==> config.mk <==
export PLATFORM = sky130hd
export DESIGN_NAME = http_request_line_parser_flat
export DESIGN_NICKNAME = d
export VERILOG_FILES = /design/src/rtl/hrp_pkg.sv /design/src/rtl/hrp_stream_if.sv /design/src/rtl/http_request_line_parser.sv /design/src/rtl/hrp_in_stage.sv /design/src/rtl/hrp_parse_core.sv /design/src/rtl/hrp_out_stage.sv /design/src/flat_wrapper.sv
export SDC_FILE = /design/constraint.sdc
export NUM_CORES = 1
export LEC_CHECK = 0
export BUFFER_PORTS_ARGS = -buffer_cell sky130_fd_sc_hd__buf_2
export CORE_UTILIZATION = 35
export DETAILED_ROUTE_END_ITERATION = 10
export GPL_TIMING_DRIVEN = 0
export SLEW_MARGIN = 20
export SYNTH_ARGS = -nofsm -noshare
export SYNTH_HDL_FRONTEND = slang
export SYNTH_SLANG_ARGS = --single-unit
==> constraint.sdc <==
create_clock -name i_clk -period 3.7 [get_ports i_clk]
set_clock_uncertainty 0.2 [all_clocks]
set_input_delay 0.74 -clock i_clk [delete_from_list [all_inputs] [get_ports i_clk]]
set_output_delay 0.74 -clock i_clk [all_outputs]
set_load 0.01 [all_outputs]
==> src/rtl/hrp_pkg.sv <==
// ----------------------------------------------------------------------------
// hrp_pkg
// Types, phase codes, event codes and keyword tables of the request line
// parser.
// ----------------------------------------------------------------------------
package hrp_pkg;

    localparam logic [3:0] PH_METHOD   = 4'd0;
    localparam logic [3:0] PH_SP1      = 4'd1;
    localparam logic [3:0] PH_SP1_MORE = 4'd2;
    localparam logic [3:0] PH_PATH     = 4'd3;
    localparam logic [3:0] PH_SP2      = 4'd4;
    localparam logic [3:0] PH_PROTO    = 4'd5;
    localparam logic [3:0] PH_ANY      = 4'd6;
    localparam logic [3:0] PH_VERSION  = 4'd7;
    localparam logic [3:0] PH_DONE     = 4'd8;
    localparam logic [3:0] PH_BAD      = 4'd9;
    localparam logic [3:0] PH_HEADERS  = 4'd10;
    localparam logic [3:0] PH_BODY     = 4'd11;
    localparam logic [3:0] PH_IGNORE   = 4'd12;

    localparam logic [2:0] EV_NONE   = 3'd0;
    localparam logic [2:0] EV_PATH   = 3'd1;
    localparam logic [2:0] EV_BODY   = 3'd2;
    localparam logic [2:0] EV_ACCEPT = 3'd3;
    localparam logic [2:0] EV_REJECT = 3'd4;

    localparam logic [1:0] M_GET    = 2'd0;
    localparam logic [1:0] M_POST   = 2'd1;
    localparam logic [1:0] M_PUT    = 2'd2;
    localparam logic [1:0] M_DELETE = 2'd3;

    localparam logic [7:0] CHR_CR = 8'h0D;
    localparam logic [7:0] CHR_LF = 8'h0A;

    typedef struct packed {
        logic [7:0] in_byte;
        logic       end_of_message;
    } t_req;

    typedef struct packed {
        logic [2:0] event_res;
        logic [1:0] method_code;
        logic [7:0] data_byte;
        logic       last;
    } t_evt;

    typedef struct packed {
        logic [3:0] phase;
        logic [2:0] kpos;
        logic [1:0] meth;
        logic       lower;
        logic       crp;
        logic       hle;
    } t_state;

    typedef struct packed {
        t_state st;
        logic   path;
    } t_lb;

    localparam t_state ST_RESET = '{
        phase: PH_METHOD, kpos: 3'd0, meth: M_GET, lower: 1'b0, crp: 1'b0, hle: 1'b1
    };

    function automatic logic is_space(input logic [7:0] c);
        return (c == 8'h20) || (c >= 8'h09 && c <= 8'h0D);
    endfunction

    function automatic logic [7:0] method_char(input logic [1:0] m, input logic [2:0] k);
        logic [7:0] r;
        r = 8'h00;
        unique case (m)
            M_GET: begin
                unique case (k)
                    3'd0:    r = "G";
                    3'd1:    r = "E";
                    3'd2:    r = "T";
                    default: r = 8'h00;
                endcase
            end
            M_POST: begin
                unique case (k)
                    3'd0:    r = "P";
                    3'd1:    r = "O";
                    3'd2:    r = "S";
                    3'd3:    r = "T";
                    default: r = 8'h00;
                endcase
            end
            M_PUT: begin
                unique case (k)
                    3'd0:    r = "P";
                    3'd1:    r = "U";
                    3'd2:    r = "T";
                    default: r = 8'h00;
                endcase
            end
            default: begin
                unique case (k)
                    3'd0:             r = "D";
                    3'd1, 3'd3, 3'd5: r = "E";
                    3'd2:             r = "L";
                    3'd4:             r = "T";
                    default:          r = 8'h00;
                endcase
            end
        endcase
        return r;
    endfunction

    function automatic logic [3:0] method_len(input logic [1:0] m);
        logic [3:0] r;
        unique case (m)
            M_GET:   r = 4'd3;
            M_POST:  r = 4'd4;
            M_PUT:   r = 4'd3;
            default: r = 4'd6;
        endcase
        return r;
    endfunction

    function automatic logic [7:0] proto_char(input logic [2:0] k);
        logic [7:0] r;
        unique case (k)
            3'd0:    r = "H";
            3'd1:    r = "T";
            3'd2:    r = "T";
            3'd3:    r = "P";
            3'd4:    r = "/";
            3'd5:    r = "1";
            default: r = 8'h00;
        endcase
        return r;
    endfunction

    function automatic t_lb line_byte(input t_state s, input logic [7:0] c);
        t_lb        r;
        logic [3:0] nk;
        logic [1:0] nm;
        logic       bad;
        logic [7:0] want;
        r.st = s;
        r.path = 1'b0;
        nk = {1'b0, s.kpos} + 4'd1;
        nm = s.meth;
        bad = 1'b0;
        want = proto_char(s.kpos) | ((s.kpos < 3'd4 && s.lower) ? 8'h20 : 8'h00);
        unique case (s.phase)
            PH_METHOD: begin
                if (s.kpos == 3'd0) begin
                    if (c == "G") nm = M_GET;
                    else if (c == "P") nm = M_POST;
                    else if (c == "D") nm = M_DELETE;
                    else bad = 1'b1;
                end else if (!(s.kpos < 3'd6 && c == method_char(s.meth, s.kpos))) begin
                    if (s.kpos == 3'd1 && s.meth == M_POST && c == "U") nm = M_PUT;
                    else bad = 1'b1;
                end
                if (bad) begin
                    r.st.phase = PH_BAD;
                end else begin
                    r.st.meth = nm;
                    if (nk >= method_len(nm)) begin
                        r.st.kpos = 3'd0;
                        r.st.phase = PH_SP1;
                    end else begin
                        r.st.kpos = nk[2:0];
                    end
                end
            end
            PH_SP1: r.st.phase = is_space(c) ? PH_SP1_MORE : PH_BAD;
            PH_SP1_MORE: begin
                if (!is_space(c)) begin
                    if (c == "/") begin
                        r.st.phase = PH_PATH;
                        r.path = 1'b1;
                    end else begin
                        r.st.phase = PH_BAD;
                    end
                end
            end
            PH_PATH: begin
                if (is_space(c)) r.st.phase = PH_SP2;
                else r.path = 1'b1;
            end
            PH_SP2: begin
                if (!is_space(c)) begin
                    if (c == "H" || c == "h") begin
                        r.st.lower = (c == "h");
                        r.st.kpos = 3'd1;
                        r.st.phase = PH_PROTO;
                    end else begin
                        r.st.phase = PH_BAD;
                    end
                end
            end
            PH_PROTO: begin
                if (!(s.kpos < 3'd6 && c == want)) begin
                    r.st.phase = PH_BAD;
                end else if (nk >= 4'd6) begin
                    r.st.kpos = 3'd0;
                    r.st.phase = PH_ANY;
                end else begin
                    r.st.kpos = nk[2:0];
                end
            end
            PH_ANY:     r.st.phase = (c != CHR_CR && c != CHR_LF) ? PH_VERSION : PH_BAD;
            PH_VERSION: r.st.phase = (c == "0" || c == "," || c == "1") ? PH_DONE : PH_BAD;
            PH_DONE:    r.st.phase = PH_BAD;
            PH_HEADERS: r.st.hle = 1'b0;
            default:    r.st = s;
        endcase
        return r;
    endfunction

endpackage

==> src/rtl/hrp_stream_if.sv <==
// ----------------------------------------------------------------------------
// hrp_stream_if
// Valid/ready channel carrying one payload per transaction.
// ----------------------------------------------------------------------------
interface hrp_stream_if #(
    parameter type t_payload = logic
);
    logic     valid;
    logic     ready;
    t_payload payload;

    modport source (output valid, output payload, input ready);
    modport sink   (input valid, input payload, output ready);
endinterface

==> src/rtl/http_request_line_parser.sv <==
// Path: an input transaction passes through the input register, then the
// result register; the parse state updates as the byte moves between them.
// Throughput: one byte per cycle while the sink is ready, one result per byte;
// the input and result registers let a new byte enter while a result waits.
// Reset: synchronous, active low; clears both stages and returns the parser
// to idle, expecting a method.
// ----------------------------------------------------------------------------
// http_request_line_parser
// Byte-wide request line parser with header skip and body pass-through.
// ----------------------------------------------------------------------------
module http_request_line_parser (
    input  logic         i_clk,
    input  logic         i_rst_n,
    hrp_stream_if.sink   i_req,
    hrp_stream_if.source o_evt
);
    logic          stg_valid;
    hrp_pkg::t_req stg_item;
    hrp_pkg::t_evt result;
    logic          out_free;
    logic          advance;

    assign advance = stg_valid && out_free;

    hrp_in_stage u_in (
        .i_clk     (i_clk),
        .i_rst_n   (i_rst_n),
        .i_req     (i_req),
        .i_advance (advance),
        .o_valid   (stg_valid),
        .o_item    (stg_item)
    );

    hrp_parse_core u_core (
        .i_clk    (i_clk),
        .i_rst_n  (i_rst_n),
        .i_fire   (advance),
        .i_item   (stg_item),
        .o_result (result)
    );

    hrp_out_stage u_out (
        .i_clk    (i_clk),
        .i_rst_n  (i_rst_n),
        .i_load   (advance),
        .i_result (result),
        .o_evt    (o_evt),
        .o_free   (out_free)
    );

`ifndef ASSERT_OFF
    a_data_only_on_bytes: assert property (@(posedge i_clk) disable iff (!i_rst_n)
        (o_evt.valid && o_evt.payload.event_res != hrp_pkg::EV_PATH
            && o_evt.payload.event_res != hrp_pkg::EV_BODY)
        |-> o_evt.payload.data_byte == 8'h00)
        else $error("data byte set on a non-byte event");

    a_method_only_on_accept: assert property (@(posedge i_clk) disable iff (!i_rst_n)
        (o_evt.valid && o_evt.payload.event_res != hrp_pkg::EV_ACCEPT)
        |-> o_evt.payload.method_code == 2'd0)
        else $error("method code set on a non-accept event");

    a_no_overrun: assert property (@(posedge i_clk) disable iff (!i_rst_n)
        (stg_valid && !out_free) |-> !i_req.ready)
        else $error("input taken while the input register is held");

    a_result_follows_advance: assert property (@(posedge i_clk) disable iff (!i_rst_n)
        advance |=> o_evt.valid)
        else $error("advanced byte produced no result");
`endif
endmodule

==> src/rtl/hrp_in_stage.sv <==
// ----------------------------------------------------------------------------
// hrp_in_stage
// Input register: holds one accepted byte until the parser advances it.
// ----------------------------------------------------------------------------
module hrp_in_stage (
    input  logic              i_clk,
    input  logic              i_rst_n,
    hrp_stream_if.sink        i_req,
    input  logic              i_advance,
    output logic              o_valid,
    output hrp_pkg::t_req     o_item
);
    logic          r_valid;
    hrp_pkg::t_req r_item;
    logic          take;

    assign i_req.ready = !r_valid || i_advance;
    assign take        = i_req.valid && i_req.ready;

    always_ff @(posedge i_clk) begin
        if (!i_rst_n) begin
            r_valid <= 1'b0;
        end else if (take) begin
            r_valid <= 1'b1;
        end else if (i_advance) begin
            r_valid <= 1'b0;
        end
    end

    always_ff @(posedge i_clk) begin
        if (take) begin
            r_item <= i_req.payload;
        end
    end

    assign o_valid = r_valid;
    assign o_item  = r_item;
endmodule

==> src/rtl/hrp_parse_core.sv <==
// ----------------------------------------------------------------------------
// hrp_parse_core
// Parser state and per-byte update: request line match, header skip, body.
// ----------------------------------------------------------------------------
module hrp_parse_core (
    input  logic              i_clk,
    input  logic              i_rst_n,
    input  logic              i_fire,
    input  hrp_pkg::t_req     i_item,
    output hrp_pkg::t_evt     o_result
);
    hrp_pkg::t_state r_state;
    hrp_pkg::t_state n_state;
    hrp_pkg::t_lb    lb;
    hrp_pkg::t_evt   res;
    logic            ended;
    logic [7:0]      c;
    logic            eom;

    assign c   = i_item.in_byte;
    assign eom = i_item.end_of_message;

    always_comb begin
        n_state = r_state;
        res = '0;
        res.last = eom;
        ended = 1'b0;
        lb = '0;
        if (r_state.phase == hrp_pkg::PH_BODY) begin
            res.event_res = hrp_pkg::EV_BODY;
            res.data_byte = c;
        end else if (r_state.phase != hrp_pkg::PH_IGNORE) begin
            if (n_state.crp) begin
                n_state.crp = 1'b0;
                if (c == hrp_pkg::CHR_LF) begin
                    ended = 1'b1;
                end else begin
                    lb = hrp_pkg::line_byte(n_state, hrp_pkg::CHR_CR);
                    n_state = lb.st;
                end
            end
            if (!ended) begin
                if (c == hrp_pkg::CHR_CR && !eom) begin
                    n_state.crp = 1'b1;
                end else begin
                    lb = hrp_pkg::line_byte(n_state, c);
                    n_state = lb.st;
                    if (lb.path) begin
                        res.event_res = hrp_pkg::EV_PATH;
                        res.data_byte = c;
                    end
                    ended = eom;
                end
            end
            if (ended) begin
                res.data_byte = 8'h00;
                priority if (n_state.phase == hrp_pkg::PH_HEADERS) begin
                    if (n_state.hle) n_state.phase = hrp_pkg::PH_BODY;
                    n_state.hle = 1'b1;
                    res.event_res = hrp_pkg::EV_NONE;
                end else if (n_state.phase == hrp_pkg::PH_DONE) begin
                    res.method_code = n_state.meth;
                    n_state.phase = hrp_pkg::PH_HEADERS;
                    n_state.hle = 1'b1;
                    res.event_res = hrp_pkg::EV_ACCEPT;
                end else begin
                    n_state.phase = hrp_pkg::PH_IGNORE;
                    res.event_res = hrp_pkg::EV_REJECT;
                end
            end
        end
        if (eom) begin
            n_state = hrp_pkg::ST_RESET;
        end
    end

    always_ff @(posedge i_clk) begin
        if (!i_rst_n) begin
            r_state <= hrp_pkg::ST_RESET;
        end else if (i_fire) begin
            r_state <= n_state;
        end
    end

    assign o_result = res;
endmodule

==> src/rtl/hrp_out_stage.sv <==
// ----------------------------------------------------------------------------
// hrp_out_stage
// Result register: holds one event until the sink takes it.
// ----------------------------------------------------------------------------
module hrp_out_stage (
    input  logic              i_clk,
    input  logic              i_rst_n,
    input  logic              i_load,
    input  hrp_pkg::t_evt     i_result,
    hrp_stream_if.source      o_evt,
    output logic              o_free
);
    logic          r_valid;
    hrp_pkg::t_evt r_result;

    always_ff @(posedge i_clk) begin
        if (!i_rst_n) begin
            r_valid <= 1'b0;
        end else if (i_load) begin
            r_valid <= 1'b1;
        end else if (o_evt.ready) begin
            r_valid <= 1'b0;
        end
    end

    always_ff @(posedge i_clk) begin
        if (i_load) begin
            r_result <= i_result;
        end
    end

    assign o_free        = !r_valid || o_evt.ready;
    assign o_evt.valid   = r_valid;
    assign o_evt.payload = r_result;
endmodule

==> src/flat_wrapper.sv <==
// flat-port wrapper written by rule: the top's interface ports become plain ports
module http_request_line_parser_flat 
  (i_clk, i_rst_n, i_req_valid, i_req_payload, i_req_ready, o_evt_valid, o_evt_payload, o_evt_ready);
  hrp_stream_if #(.t_payload(hrp_pkg::t_req)) i_req_i ();
  hrp_stream_if #(.t_payload(hrp_pkg::t_evt)) o_evt_i ();
  input  logic i_clk;
  input  logic i_rst_n;
  input wire logic [$bits(i_req_i.valid)-1:0] i_req_valid;
  input wire logic [$bits(i_req_i.payload)-1:0] i_req_payload;
  output wire logic [$bits(i_req_i.ready)-1:0] i_req_ready;
  output wire logic [$bits(o_evt_i.valid)-1:0] o_evt_valid;
  output wire logic [$bits(o_evt_i.payload)-1:0] o_evt_payload;
  input wire logic [$bits(o_evt_i.ready)-1:0] o_evt_ready;
  assign i_req_i.valid = i_req_valid;
  assign i_req_i.payload = i_req_payload;
  assign i_req_ready = i_req_i.ready;
  assign o_evt_valid = o_evt_i.valid;
  assign o_evt_payload = o_evt_i.payload;
  assign o_evt_i.ready = o_evt_ready;
  http_request_line_parser u_core (.i_clk(i_clk), .i_rst_n(i_rst_n), .i_req(i_req_i), .o_evt(o_evt_i));
endmodule
Yosys cells after proc, flatten, opt, wreduce, memory -nomap -nowiden
Cells that the tools add are included.
{ "op_classes": {"n_addsub": 2, "magnitude_cmp": 10, "eq_ne": 56, "n_mux": 166, "bitwise_logic": 5, "n_reduce_logical": 42} }
{ "ops": {"columns": ["op", "count"], "rows": [
  ["8-bit two-way mux", 24],
  ["12-bit two-way mux", 11],
  ["4-bit two-way mux", 29],
  ["7-bit case mux with 3 select lines", 4],
  ["7-bit case mux with 5 select lines", 2],
  ["7-bit case mux with 2 select lines", 4],
  ["1-bit two-way mux", 49],
  ["8-bit by 7-bit == test with 1-bit output (second input constant)", 6],
  ["8-bit case mux with 3 select lines", 2],
  ["8-bit by 6-bit == test with 1-bit output (second input constant)", 5],
  ["3-bit two-way mux", 12],
  ["4-bit case mux with 9 select lines", 1],
  ["2-bit two-way mux", 15],
  ["4-bit by 3-bit == test with 1-bit output (second input constant)", 7],
  ["4-bit == test (second input constant)", 7],
  ["4-bit case mux with 5 select lines", 1],
  ["3-bit case mux with 2 select lines", 3],
  ["4-bit by 8-bit == test with 1-bit output (first input constant)", 2],
  ["8-bit by 4-bit == test with 1-bit output (second input constant)", 2],
  ["8-bit == test", 2],
  ["8-bit by 4-bit != test with 1-bit output (second input constant)", 2],
  ["8-bit by 6-bit OR with 8-bit output", 2],
  ["1-bit logical AND", 13],
  ["13-bit two-way mux", 1],
  ["32 further kinds", 75]
]} }
{ "totals": {"regBits": 37, "inputBits": 13, "out_inout_bits": 16, "elab_cells": 296} }

Depth between registers and ports, before layout
Gate-level depths: netlist of the first run.
{ "logic_depth": {"ltp_word": 76, "mapped_depth": 20, "mapped_depth_nobuf": 18} }

Cells and area by module
Synthesis of the first run repeated with hierarchy kept, for this count alone.
{ "hier_totals": {"hier_cells": 390, "area_unflattened_um2": 3146.8} }
{ "by_module_without_submodules": {"columns": ["mod", "instances", "cells_each", "area_per_inst_um2", "seq_area_each_um2"], "rows": [
  ["hrp_parse_core", 1, 357, 2343.5, 240.2],
  ["hrp_out_stage", 1, 18, 469.2, 440.4],
  ["hrp_in_stage", 1, 14, 327.8, 290.3],
  ["http_request_line_parser", 1, 1, 6.3, 0.0]
]} }

Worst setup path after synthesis of the first run
No wires, ideal clock.
{ "synth_path": {"path_kind": "reg2reg", "start": "register u_core.u_core.r_state[6] (netlist name)", "end": "register u_core.u_out.r_result (netlist bit u_core.u_out.o_evt.payload[10]) (data pin)", "arrival_ps": 3223, "required_ps": 3324, "setup_slack_ps": 101, "stages_incl_launch_ff": 21, "path_buffers": 2, "synth_period_minus_slack_ps": 3599, "cell_sequence": "dfxtp_1 clkbuf_1 inv_1 ha_1 clkbuf_1 nand2_1 nor3_1 a21oi_1 nor2_1 nand2_1 o21ai_0 nor2_1 ha_1 a21boi_0 o21ai_0 a21oi_1 nor2_1 o221ai_2 o41ai_4 nand2_2 nor4_1"} }
{ "synth_between": {"elab_chain_cells": 64, "word_cells_on_any_way": 149, "cone_classes": "2 x add/sub; 8 x order compare; 26 x eq/ne; 92 x mux; 3 x bitwise; 18 x reduce/logical"} }
{ "synth_rtl": {"columns": ["item", "line", "text"], "rows": [
  ["start, declared", "hrp_parse_core.sv:12", "hrp_pkg::t_state r_state;"],
  ["start signal, assigned", "hrp_parse_core.sv:79", "r_state <= hrp_pkg::ST_RESET;"],
  ["start signal, assigned", "hrp_parse_core.sv:81", "r_state <= n_state;"],
  ["3-bit by 1-bit == test with 1-bit output, or another cell as far along", null, null],
  ["3-bit OR reduction", "hrp_pkg.sv:100", "unique case (k)"],
  ["7-bit case mux with 3 select lines", "hrp_pkg.sv:100", null],
  ["8-bit case mux with 3 select lines", "hrp_pkg.sv:73", "unique case (m)"],
  ["8-bit two-way mux", "hrp_pkg.sv:151", "if (s.kpos == 3'd0) begin"],
  ["8-bit two-way mux", "hrp_pkg.sv:149", "unique case (s.phase)"],
  ["8-bit two-way mux", "hrp_parse_core.sv:35", "if (c == hrp_pkg::CHR_LF) begin"],
  ["8-bit two-way mux", "hrp_parse_core.sv:33", "if (n_state.crp) begin"],
  ["[48 not listed]", null, null],
  ["4-bit case mux with 9 select lines", "hrp_pkg.sv:149", null],
  ["10-bit two-way mux", "hrp_parse_core.sv:43", "if (c == hrp_pkg::CHR_CR && !eom) begin"],
  ["12-bit two-way mux (*)", "hrp_parse_core.sv:42", "if (!ended) begin"],
  ["12-bit two-way mux (*)", "hrp_parse_core.sv:32", "end else if (r_state.phase != hrp_pkg::PH_IGNORE) begin"],
  ["12-bit two-way mux (*)", "hrp_parse_core.sv:29", "if (r_state.phase == hrp_pkg::PH_BODY) begin"],
  ["4-bit == test", "hrp_parse_core.sv:61", "end else if (n_state.phase == hrp_pkg::PH_DONE) begin"],
  ["1-bit NOT (no line)", null, null],
  ["5-bit OR reduction (no line)", null, null],
  ["end signal, assigned", "hrp_out_stage.sv:28", "r_result <= i_result;"],
  ["end, declared", "hrp_out_stage.sv:14", "hrp_pkg::t_evt r_result;"]
]} }
Every way passes the cells marked *; elsewhere a longest branch is shown, timed or not. The select of a mux whose other input is x is not followed.
A chain may end at the register's enable or synchronous reset.

Final worst setup path of the first run
{ "layout_path": {"start": "register u_core.u_in.r_item (netlist bit u_core.u_in.o_item[4])", "end": "register u_core.u_out.r_result (netlist bit u_core.u_out.o_evt.payload[11]) (data pin)"} }
{ "layout_between": {"elab_chain_cells": 45, "word_cells_on_any_way": 152, "cone_classes": "1 x add/sub; 6 x order compare; 36 x eq/ne; 89 x mux; 1 x bitwise; 19 x reduce/logical"} }
{ "layout_rtl": {"columns": ["item", "line", "text"], "rows": [
  ["start, declared", "hrp_in_stage.sv:14", "hrp_pkg::t_req r_item;"],
  ["start signal, assigned", "hrp_in_stage.sv:32", "r_item <= i_req.payload;"],
  ["8-bit by 4-bit == test with 1-bit output", "hrp_parse_core.sv:35", null],
  ["12-bit two-way mux", "hrp_parse_core.sv:35", null],
  ["12-bit two-way mux", "hrp_parse_core.sv:33", null],
  ["12-bit two-way mux", "hrp_parse_core.sv:32", null],
  ["12-bit two-way mux", "hrp_parse_core.sv:29", null],
  ["3-bit by 1-bit == test with 1-bit output, or another cell as far along", null, null],
  ["3-bit OR reduction", "hrp_pkg.sv:100", null],
  ["7-bit case mux with 3 select lines", "hrp_pkg.sv:100", null],
  ["[29 not listed]", null, null],
  ["10-bit two-way mux", "hrp_parse_core.sv:43", null],
  ["12-bit two-way mux", "hrp_parse_core.sv:42", null],
  ["12-bit two-way mux", "hrp_parse_core.sv:32", null],
  ["12-bit two-way mux", "hrp_parse_core.sv:29", null],
  ["4-bit == test", "hrp_parse_core.sv:61", null],
  ["3-bit two-way mux", "hrp_parse_core.sv:61", null],
  ["3-bit two-way mux", "hrp_parse_core.sv:57", "priority if (n_state.phase == hrp_pkg::PH_HEADERS) begin"],
  ["13-bit two-way mux (*)", "hrp_parse_core.sv:55", "if (ended) begin"]
]} }
Marks and branches as above.

==> results of run 1 <==
critical path: cells and delay by family, from the launching register on:
family                   cells  cell delay [ns]
buffers and inverters        2             0.36
AO/OA/AOI/OAI                8             1.26
AND/OR/NAND/NOR              5             1.00
flip-flops                   1             0.41
adder cells (fa/ha/maj)      1             0.26
stage by stage:
step | instances | power, mW | hold slack [ns] | setup TNS (ns) | utilization (%)
after global placement | 559 | 0.6942 | 0.2566 | -7.356 | 39.36
after detailed placement | 560 | 0.6952 | 0.2662 | -7.530 | 39.51
after global routing | 590 | 1.060 | 0.3295 | -0.3309 | 44.86
final | 590 | 1.011 | 0.2754 | 0 | 44.86
after floorplan | 402 | 0.6292 | 0.2436 | 0 | -
after CTS | 581 | 0.9928 | 0.2771 | 0 | 43.18
kinds of logic after synthesis:
group / count (synthesis) / share of synthesized area [%]
AO/OA/AOI/OAI: 133 / 29.33
XOR/XNOR: 11 / 2.888
adder cells (fa/ha/maj): 8 / 3.001
buffers and inverters: 52 / 7.164
flip-flops: 37 / 29.11
multiplexers: 5 / 1.575
AND/OR/NAND/NOR: 156 / 26.93
routing by layer:
metal	part of all wire, %	vias to the layer above
li1	-	1617
met1	46	1658
met2	46	154
met3	6.5	16
met4	1.7	0
met5	0	-
report_power, final:
part / switching, mW / internal (mW)
logic: 0.165 / 0.103
registers: 0.0113 / 0.454
clock network: 0.146 / 0.131
area by class of cell:
class / instances / area (µm²)
Clock inverter: 2 / 10.01
Tap cell: 129 / 161.4
Timing Repair Buffer: 54 / 339.1
Sequential cell: 37 / 978.4
Multi-Input combinational cell: 313 / 2297
Inverter: 19 / 73.82
Clock buffer: 6 / 72.57
Fill cell: 917 / 5095
Buffer: 30 / 212.7
sequential cells by signal (all words and copies together), names as in the netlist:
| name | count |
|---|---|
| u_core.u_core.r_state | 12 |
| u_core.u_in.o_item | 9 |
| u_core.u_in.o_valid | 1 |
| u_core.u_out.o_evt.payload | 14 |
| u_core.u_out.o_evt.valid | 1 |
how the worst max path moves through the flow:
stage / start / to / slack [ns] / cells past startpoint
6_report: u_core.u_in.o_item[4]$_DFFE_PP_ / u_core.u_out.o_evt.payload[11]$_SDFFCE_PP0P_ / 0.03 / 16
5_1_grt: u_core.u_in.o_item[4]$_DFFE_PP_ / u_core.u_out.o_evt.payload[11]$_SDFFCE_PP0P_ / -0.10 / 16
4_1_cts: u_core.u_in.o_item[4]$_DFFE_PP_ / u_core.u_out.o_evt.payload[11]$_SDFFCE_PP0P_ / 0.001 / 16
3_5_place_dp: u_core.u_core.r_state[6]$_SDFFE_PN0P_ / u_core.u_out.o_evt.payload[9]$_SDFFCE_PP0P_ / -0.79 / 20
3_3_place_gp: u_core.u_core.r_state[6]$_SDFFE_PN0P_ / u_core.u_out.o_evt.payload[9]$_SDFFCE_PP0P_ / -0.74 / 20
2_1_floorplan: u_core.u_core.r_state[6]$_SDFFE_PN0P_ / u_core.u_out.o_evt.payload[10]$_SDFFCE_PP0P_ / 0.10 / 20
layout by cell type (no fill, tap or decap), types with 4 or more instances in the layout:
master / count
ha_1: 6
o211ai_1: 8
nor2b_1: 5
nand2_1: 30
nor2_1: 30
clkbuf_1: 12
buf_6: 8
o2111ai_1: 4
buf_2: 31
nand3_1: 12
xnor2_1: 6
o21ai_1: 4
and2_1: 8
a21oi_1: 35
nor3b_1: 5
a31oi_1: 5
nand2b_1: 7
clkbuf_8: 7
dfxtp_1: 12
nor3_1: 11
edfxtp_1: 23
buf_4: 27
inv_1: 18
o22ai_1: 6
xor2_1: 5
o21ai_0: 21
what timing repair did:
action | CTS | global route
buffers inserted | 16 | 9
endpoints found under the setup margin | 13 | 11
gates cloned | 0 | 0
pin swaps | 17 | 15
gates resized for setup | 43 | 19
==> impl_metrics.toml, run 1 <==
[placement]
dpl.hpwl_um = 7785
portBuffers = 28
place_congestion = 0.9609
post-place-ws_ns = -0.7861
dpl_cell_area_um2 = 3651

[worst_setup_path]
reg2reg_slack_ns = 0.03
cp_slowest_cell = "or4b_4"
cp_max_fo = 4
setup.worst_path.end_class = "flop"
crit_required_ns = 3.62
critical_path_class = "flop to flop"
cp.arrival_ns = 3.59
r2r_cells = 16
cp-start-kind = "flop"
slowest_delay_ns = 0.53
worstPathCellList = "clkbuf_8 > or4b_4 > o21ai_2 > a21oi_2 > nor2_2 > nor2_1 > ha_1 > a21boi_1 > o21ai_2 > a21oi_1 > nor2_1 > o221ai_2 > o41ai_4 > buf_4 > nand2_4 > o31ai_2"
rr_startpoint = "u_core.u_in.o_item[4]$_DFFE_PP_"
r2r-end = "u_core.u_out.o_evt.payload[11]$_SDFFCE_PP0P_"

[yosys]
post-synth-top-count-cell = "a21oi_1"
syn_area_per_cell_um2 = 8.298
ys_seq_elements = 37
synth_edf_count = 23
synth_top_area_share_pct = 20.71
synthTopCellsByCount = "37 x a21oi_1, 32 x nor2_1, 31 x nand2_1, 24 x o21ai_0, 23 x edfxtp_1"
syn_nets = 423
synth_cell_type_count = 85
postSynthCellCount = 402
async_flop_share_pct = 0
synth_area_leaders = "edfxtp_1 21%, dfxtp_1 8.4%, a21oi_1 5.6%"
synth-main-ff-cell = "edfxtp_1"
syn_area_um2 = 3336
ys_seq_area_share_pct = 29.11
ys_warn_count = 0
yosys.area.top_type = "edfxtp_1"

[clocking]
path_clk_slew_ns = 0.08
htree_levels = 2
cts_buffer_depth = 2
clk_latency_ns = 0.30
clock_sinks = 37
cts-root-buf = "clkbuf_8"
cts_tree = "done"
cts_made_buffers = 5
hold_buffers = 0

[finish]
antenna_cells = 0
design_area_um2 = 4145
fin_nets = 481
area_delta_synth_final_pct = 24.27
drive_above_1_share_pct = 30.37

[timing]
worst_pin_slew_ns = 0.8131
slew_viol_final = 0
worst_slack_ns = 0.02895
post-route-min-period_ns = 3.671
hold_viol = 0
period_share_pct = 99.22
setup_viol = 0
rsz0062_at_grt = "true"
slew_headroom_pct = 45.22
max_freq_mhz = 272.4

[outcome]
outcome = "complete, no violations"

[worst_hold_path]
whs_endpoint = "u_core.u_core.r_state[2]$_SDFFE_PN0P_"
hp-class = "flop to flop"
min_path_cells = 2
hp-start = "u_core.u_core.r_state[2]$_SDFFE_PN0P_"

[detailed_routing]
ant_nets = 0
wl_um = 10800
viasPerCell = 5.839
drt_iter0_markers = 345
drt_first_pass_iters = 5
dr_total_vias = 3445
wl_per_cell_um = 18.30
drc = 0

[die]
num_io_pins = 29
initial_utilization_pct = 36.10
fp-row-count = 35
die-height_um = 99.63
core_um2 = 9240
die-area_um2 = 9925
dieWidth_um = 99.63

[job]
cap_violations = 0

[global_route]
globalRouteOverflowTotal = 0
use_met1_pct = 31.20
top_usage_layer = "met2"
grt_max_degree = 15
antenna_found_initial = 0
grt_pass1_wl_um = 16830
met2_usage_pct = 35.20
track_usage_pct = 22.12
grt_pass1_vias = 3085
gr-usage-met3_pct = 2.600

[pwr]
p_leak_nw = 1.441
powerDensity_nw_per_um2 = 244.0
ir_drop_uv = 127.9
Power figures use the tool's default switching activity.
==> inputs of run 2 (changes only) <==
--- a/config.mk
+++ b/config.mk
@@ -8,7 +8,7 @@
 export BUFFER_PORTS_ARGS = -buffer_cell sky130_fd_sc_hd__buf_2
 export CORE_UTILIZATION = 35
 export DETAILED_ROUTE_END_ITERATION = 10
-export GPL_TIMING_DRIVEN = 0
+export GPL_ROUTABILITY_DRIVEN = 0
 export SLEW_MARGIN = 20
 export SYNTH_ARGS = -nofsm -noshare
 export SYNTH_HDL_FRONTEND = slang
==> run 2 against run 1 <==
Against the previous run:
- setup slack improved by 0.13 ns
- via count rose by 0.12%
- total power rose by 6.1%
- worst hold slack improved by 0.0041 ns
- sequential share of layout area rose by 0.98 points
- combinational power fell by 8.2%
- clock power rose by 27%
- die area did not move
- largest power group unchanged
- first-iteration DRC count fell by 8.7%
- critical path type unchanged
- sequential power rose by 2%
- utilization fell by 2.1 points
==> impl_metrics.toml, run 2 (same netlist as run 1, synthesis figures left out) <==
[timing]
period_share_pct = 95.66
worst_pin_slew_ns = 0.7135
setup_viol = 0
max_freq_mhz = 282.5
slew_viol_final = 0
hold_viol = 0
holdWs_ns = 0.2795
slew_headroom_pct = 51.93
post-route-min-period_ns = 3.539

[clocking]
htree_levels = 2
cts_tree = "done"
clk_latency_ns = 0.30
path_clk_slew_ns = 0.08
clock_sinks = 37
cts_buffer_depth = 2
cts_made_buffers = 5
cts-root-buf = "clkbuf_8"

[finish]
regArea_um2 = 970.9
multi_input_area_um2 = 2150
fin_cells = 581
final_common_cell = "buf_4"
area_delta_synth_final_pct = 18.38
fin_nets = 471
drive_above_1_share_pct = 27.05
fillers = 895
largest_reg_flops = 14
fin_util_pct = 42.74
layout_common_cells = "45 x buf_4, 36 x a21oi_1, 31 x nand2_1, 31 x nor2_1, 28 x buf_2"

[detailed_routing]
drt_first_pass_iters = 7
ant_nets = 0
drc = 0
wl_per_cell_um = 17.14
drt_iter0_markers = 315
wl_um = 9956
viasPerCell = 5.936
dr_total_vias = 3449

[worst_setup_path]
rr_startpoint = "u_core.u_in.o_item[6]$_DFFE_PP_"
r2r_cells = 10
crit_required_ns = 3.61
cp_max_fo = 13
cp.arrival_ns = 3.45
reg2reg_slack_ns = 0.16
critical_path_class = "flop to flop"
cp-start-kind = "flop"
setup.worst_path.end_class = "flop"
r2r-end = "u_core.u_out.o_evt.payload[9]$_SDFFCE_PP0P_"

[global_route]
grt_pass1_vias = 2973
antenna_found_initial = 1
grt_max_degree = 23
track_usage_pct = 19.97
globalRouteOverflowTotal = 0
grt_pass1_wl_um = 15390

[die]
fp-row-count = 35
die-area_um2 = 9925
num_io_pins = 29
die-height_um = 99.63
dieWidth_um = 99.63
core_um2 = 9240
initial_utilization_pct = 36.10

[placement]
portBuffers = 28
dpl.hpwl_um = 7210
dp.cells = 559

[job]
cap_violations = 0

[pwr]
ir_drop_uv = 168.4
p_leak_nw = 1.387
powerDensity_nw_per_um2 = 271.8

[outcome]
outcome = "complete, no violations"

[worst_hold_path]
min_path_cells = 2
whs_endpoint = "u_core.u_core.r_state[2]$_SDFFE_PN0P_"
hp-class = "flop to flop"
hp-start = "u_core.u_core.r_state[2]$_SDFFE_PN0P_"
[run 2: cell types whose count changed in the layout (fill, tap and decap cells not counted), sizes merged]
cell / change
clkbuf: -15
clkinv: -1
bufinv: +1
buf: +4
clkinvlp: +1
diode: +1
[run 2: cell type report]
| class | count | share of cell area [%] |
|---|---|---|
| Multi-Input combinational cell | 313 | 54.44 |
| Tap cell | 129 | 4.087 |
| Inverter | 19 | 1.806 |
| Antenna cell | 1 | 0.06337 |
| Clock buffer | 5 | 1.743 |
| Clock inverter | 3 | 1.046 |
| Timing Repair Buffer | 74 | 12.23 |
| Sequential cell | 37 | 24.59 |
[run 2: what timing repair did]
action                     in CTS  in global routing
buffers inserted                3                 10
pin swaps                       1                  3
resized for setup               2                  8
hold buffers                    0                  0
setup endpoints to repair       1                 10
[run 2: layer usage]
layer | routed length (µm) | up-vias | track usage [%]
met5 | 0 | - | 0
met4 | 361 | 0 | 9.502
met3 | 924 | 39 | 3.233
met2 | 4325 | 233 | 30.50
met1 | 4344 | 1581 | 27.43
li1 | - | 1596 | -
[run 2: critical path, stage by stage (launching register included)]
cell	delay, ns
edfxtp_1	0.44
buf_4	0.17
or4b_4	0.61
o31a_4	0.47
a22oi_2	0.21
o21a_2	0.21
and2_4	0.15
o211ai_1	0.10
a31oi_2	0.36
nand2_2	0.13
nor4_1	0.29
[run 2: worst max path at each step]
stage	start	endpoint	slack, ns	cells after the start
2_1_floorplan	u_core.u_core.r_state[6]$_SDFFE_PN0P_	u_core.u_out.o_evt.payload[10]$_SDFFCE_PP0P_	0.10	20
3_3_place_gp	u_core.u_in.o_item[6]$_DFFE_PP_	u_core.u_out.o_evt.payload[9]$_SDFFCE_PP0P_	0.15	16
3_5_place_dp	u_core.u_in.o_item[6]$_DFFE_PP_	u_core.u_out.o_evt.payload[9]$_SDFFCE_PP0P_	0.06	15
4_1_cts	u_core.u_in.o_item[4]$_DFFE_PP_	u_core.u_core.r_state[10]$_SDFFE_PN0P_	0.07	16
5_1_grt	u_core.u_in.o_item[4]$_DFFE_PP_	u_core.u_core.r_state[8]$_SDFFE_PN0P_	-0.05	18
6_report	u_core.u_in.o_item[6]$_DFFE_PP_	u_core.u_out.o_evt.payload[9]$_SDFFCE_PP0P_	0.16	10
[run 2: metrics by stage]
step	area, µm²	setup TNS (ns)	power (mW)	setup WS (ns)
floorplan	3336	0	0.6292	0.1013
global placement	3717	0	0.7025	0.1463
detailed placement	3717	0	0.7030	0.06095
CTS	3852	0	1.056	0.06912
global route	3946	-0.1718	1.113	-0.05149
finish	3949	0	1.073	0.1607
[run 2: where the power goes]
part | internal (mW) | switching [mW]
sequential | 0.456 | 0.0178
clock | 0.198 | 0.154
combinational | 0.102 | 0.145
total | 0.756 | 0.317
==> inputs of run 3 (changes only) <==
==> constraint.sdc (replaced) <==
create_clock -name i_clk -period 4.18 [get_ports i_clk]
set_clock_uncertainty 0.2 [all_clocks]
set_input_delay 0.836 -clock i_clk [delete_from_list [all_inputs] [get_ports i_clk]]
set_output_delay 0.836 -clock i_clk [all_outputs]
set_load 0.01 [all_outputs]
==> run 3 against run 2 <==
Against the previous run:
- sequential cell count unchanged
- cell count decreased by 4.6%
- critical path depth increased by 8
- worst hold slack got worse by 0.011 ns
- fmax decreased by 8.0%
- sequential power decreased by 11%
- setup slack improved by 0.17 ns
- total power decreased by 19%
- global-route usage decreased by 0.59 points
==> impl_metrics.toml, run 3 (same netlist as run 1, synthesis figures left out) <==
[global_route]
track_usage_pct = 19.38
grt_pass1_vias = 2925
antenna_found_initial = 0
grt_max_degree = 21
globalRouteOverflowTotal = 0
grt_pass1_wl_um = 15180

[timing]
tns_ns = 0
period_share_pct = 92.04
rsz0062_at_grt = "false"
hold_viol = 0
setup_viol = 0
max_freq_mhz = 259.9
post-route-min-period_ns = 3.847
slew_headroom_pct = 39.90
worst_pin_slew_ns = 0.9003
slew_viol_final = 0

[clocking]
cts-root-buf = "clkbuf_8"
htree_levels = 2
clock_sinks = 37
cts_tree = "done"
cts_made_buffers = 5
cts_buffer_depth = 2
clk_latency_ns = 0.29
path_clk_slew_ns = 0.07

[die]
num_io_pins = 29
initial_utilization_pct = 36.10
fp-row-count = 35
die-height_um = 99.63
dieWidth_um = 99.63
die-area_um2 = 9925
core_um2 = 9240

[worst_setup_path]
cp_slowest_cell = "dfxtp_2"
crit_required_ns = 4.08
critical_path_class = "flop to flop"
slowest_delay_ns = 0.42
reg2reg_slack_ns = 0.33
cp_max_fo = 9
cp.arrival_ns = 3.74
cp-start-kind = "flop"
worstPathCellList = "ha_2 > nand2_1 > nor3_1 > a21oi_1 > nor2_1 > nand2_1 > o21ai_0 > nor2_1 > ha_1 > a21boi_0 > o21ai_0 > a21oi_1 > nor2_1 > o221ai_2 > o41ai_4 > buf_4 > nand2_2 > nor4_1"
setup.worst_path.end_class = "flop"
cpMostUsedCell = "nor2_1"

[detailed_routing]
drt_iter0_markers = 301
dr_total_vias = 3248
drt_first_pass_iters = 5
ant_nets = 0
drc = 0
wl_per_cell_um = 17.16
viasPerCell = 5.863
wl_um = 9505

[finish]
antenna_cells = 0
fin_cells = 554
largest_reg_flops = 14
fin_util_pct = 40.38
fin_nets = 445
layout_common_cells = "37 x a21oi_1, 32 x nor2_1, 31 x nand2_1, 28 x buf_2, 24 x o21ai_0"
final_common_cell = "a21oi_1"
drive_above_1_share_pct = 22.59
design_area_um2 = 3731
area_delta_synth_final_pct = 11.85

[pwr]
p_leak_nw = 1.250
ir_drop_uv = 117.9
powerDensity_nw_per_um2 = 232.8

[placement]
portBuffers = 28
dpl_cell_area_um2 = 3605
dpl.hpwl_um = 7127
dp.cells = 544

[worst_hold_path]
hp-class = "flop to flop"

[job]
cap_violations = 0

[outcome]
outcome = "complete, no violations"
==> run 3: cell types whose count changed in the layout (fill, tap and decap cells not counted), moves of 2 or more <==
cell     change
buf_4       -25
o21ai_0      +3
o21ai_1      -3
ha_1         -2
ha_2         +2
==> run 3: area by class of cell <==
| cell class | count | area, µm² |
|---|---|---|
| fill | 944 | 5509 |
| multi-input combinational | 313 | 2145 |
| sequential | 37 | 972.2 |
| timing repair buffer | 48 | 290.3 |
| tap | 129 | 161.4 |
| clock buffer | 6 | 82.58 |
| inverter | 19 | 71.32 |
| clock inverter | 2 | 8.758 |
==> run 3: worst paths after layout <==
| kind | from | endpoint | cells past startpoint |
|---|---|---|---|
| max reg2reg | u_core.u_core.r_state[5]$_SDFFE_PN0P_ | u_core.u_out.o_evt.payload[9]$_SDFFCE_PP0P_ | 18 |
| min reg2reg | u_core.u_core.r_state[2]$_SDFFE_PN0P_ | u_core.u_core.r_state[2]$_SDFFE_PN0P_ | 2 |
| min | u_core.u_core.r_state[2]$_SDFFE_PN0P_ | u_core.u_core.r_state[2]$_SDFFE_PN0P_ | 2 |
| max | u_core.u_core.r_state[5]$_SDFFE_PN0P_ | u_core.u_out.o_evt.payload[9]$_SDFFCE_PP0P_ | 18 |
==> run 3: timing repair <==
item | CTS | global route
hold endpoints to repair | 0 | 0
buffers inserted | 0 | 2
hold buffers | 0 | 0
gates resized for setup | 0 | 6
setup endpoints to repair | 0 | 10
==> run 3: report_power, final <==
part / total (mW) / switching [mW] / internal [mW]
logic: 0.194 / 0.119 / 0.0747
clock network: 0.253 / 0.122 / 0.131
registers: 0.422 / 0.0183 / 0.404
==> run 3: worst max-delay path, delay by kind of cell, from the launching register on <==
family	cells	cell delay, ns
AOI/OAI and AO/OA	7	1.15
and+or+nand+nor	8	1.09
adders and majority gates	2	0.58
DFF	1	0.42
buffers and inverters	1	0.20
==> run 3: stage by stage <==
stage | power, mW | hold slack (ns) | worst slack, ns
2_1_floorplan | 0.5570 | 0.2436 | 0.5813
3_3_place_gp | 0.6104 | 0.2555 | 0.4561
3_5_place_dp | 0.6112 | 0.2629 | 0.2624
4_1_cts | 0.8668 | 0.2737 | 0.1951
5_1_grt | 0.9085 | 0.3149 | 0.006382
6_report | 0.8684 | 0.2687 | 0.3329
==> run 3: per-layer routing <==
metal  share of wire, %  vias to the layer above  track usage (%)
li1                   -                     1545                -
met1                 46                     1507            28.15
met2                 43                      168            28.63
met3                7.7                       28            2.952
met4                3.1                        0            7.579
met5                  0                        -                0
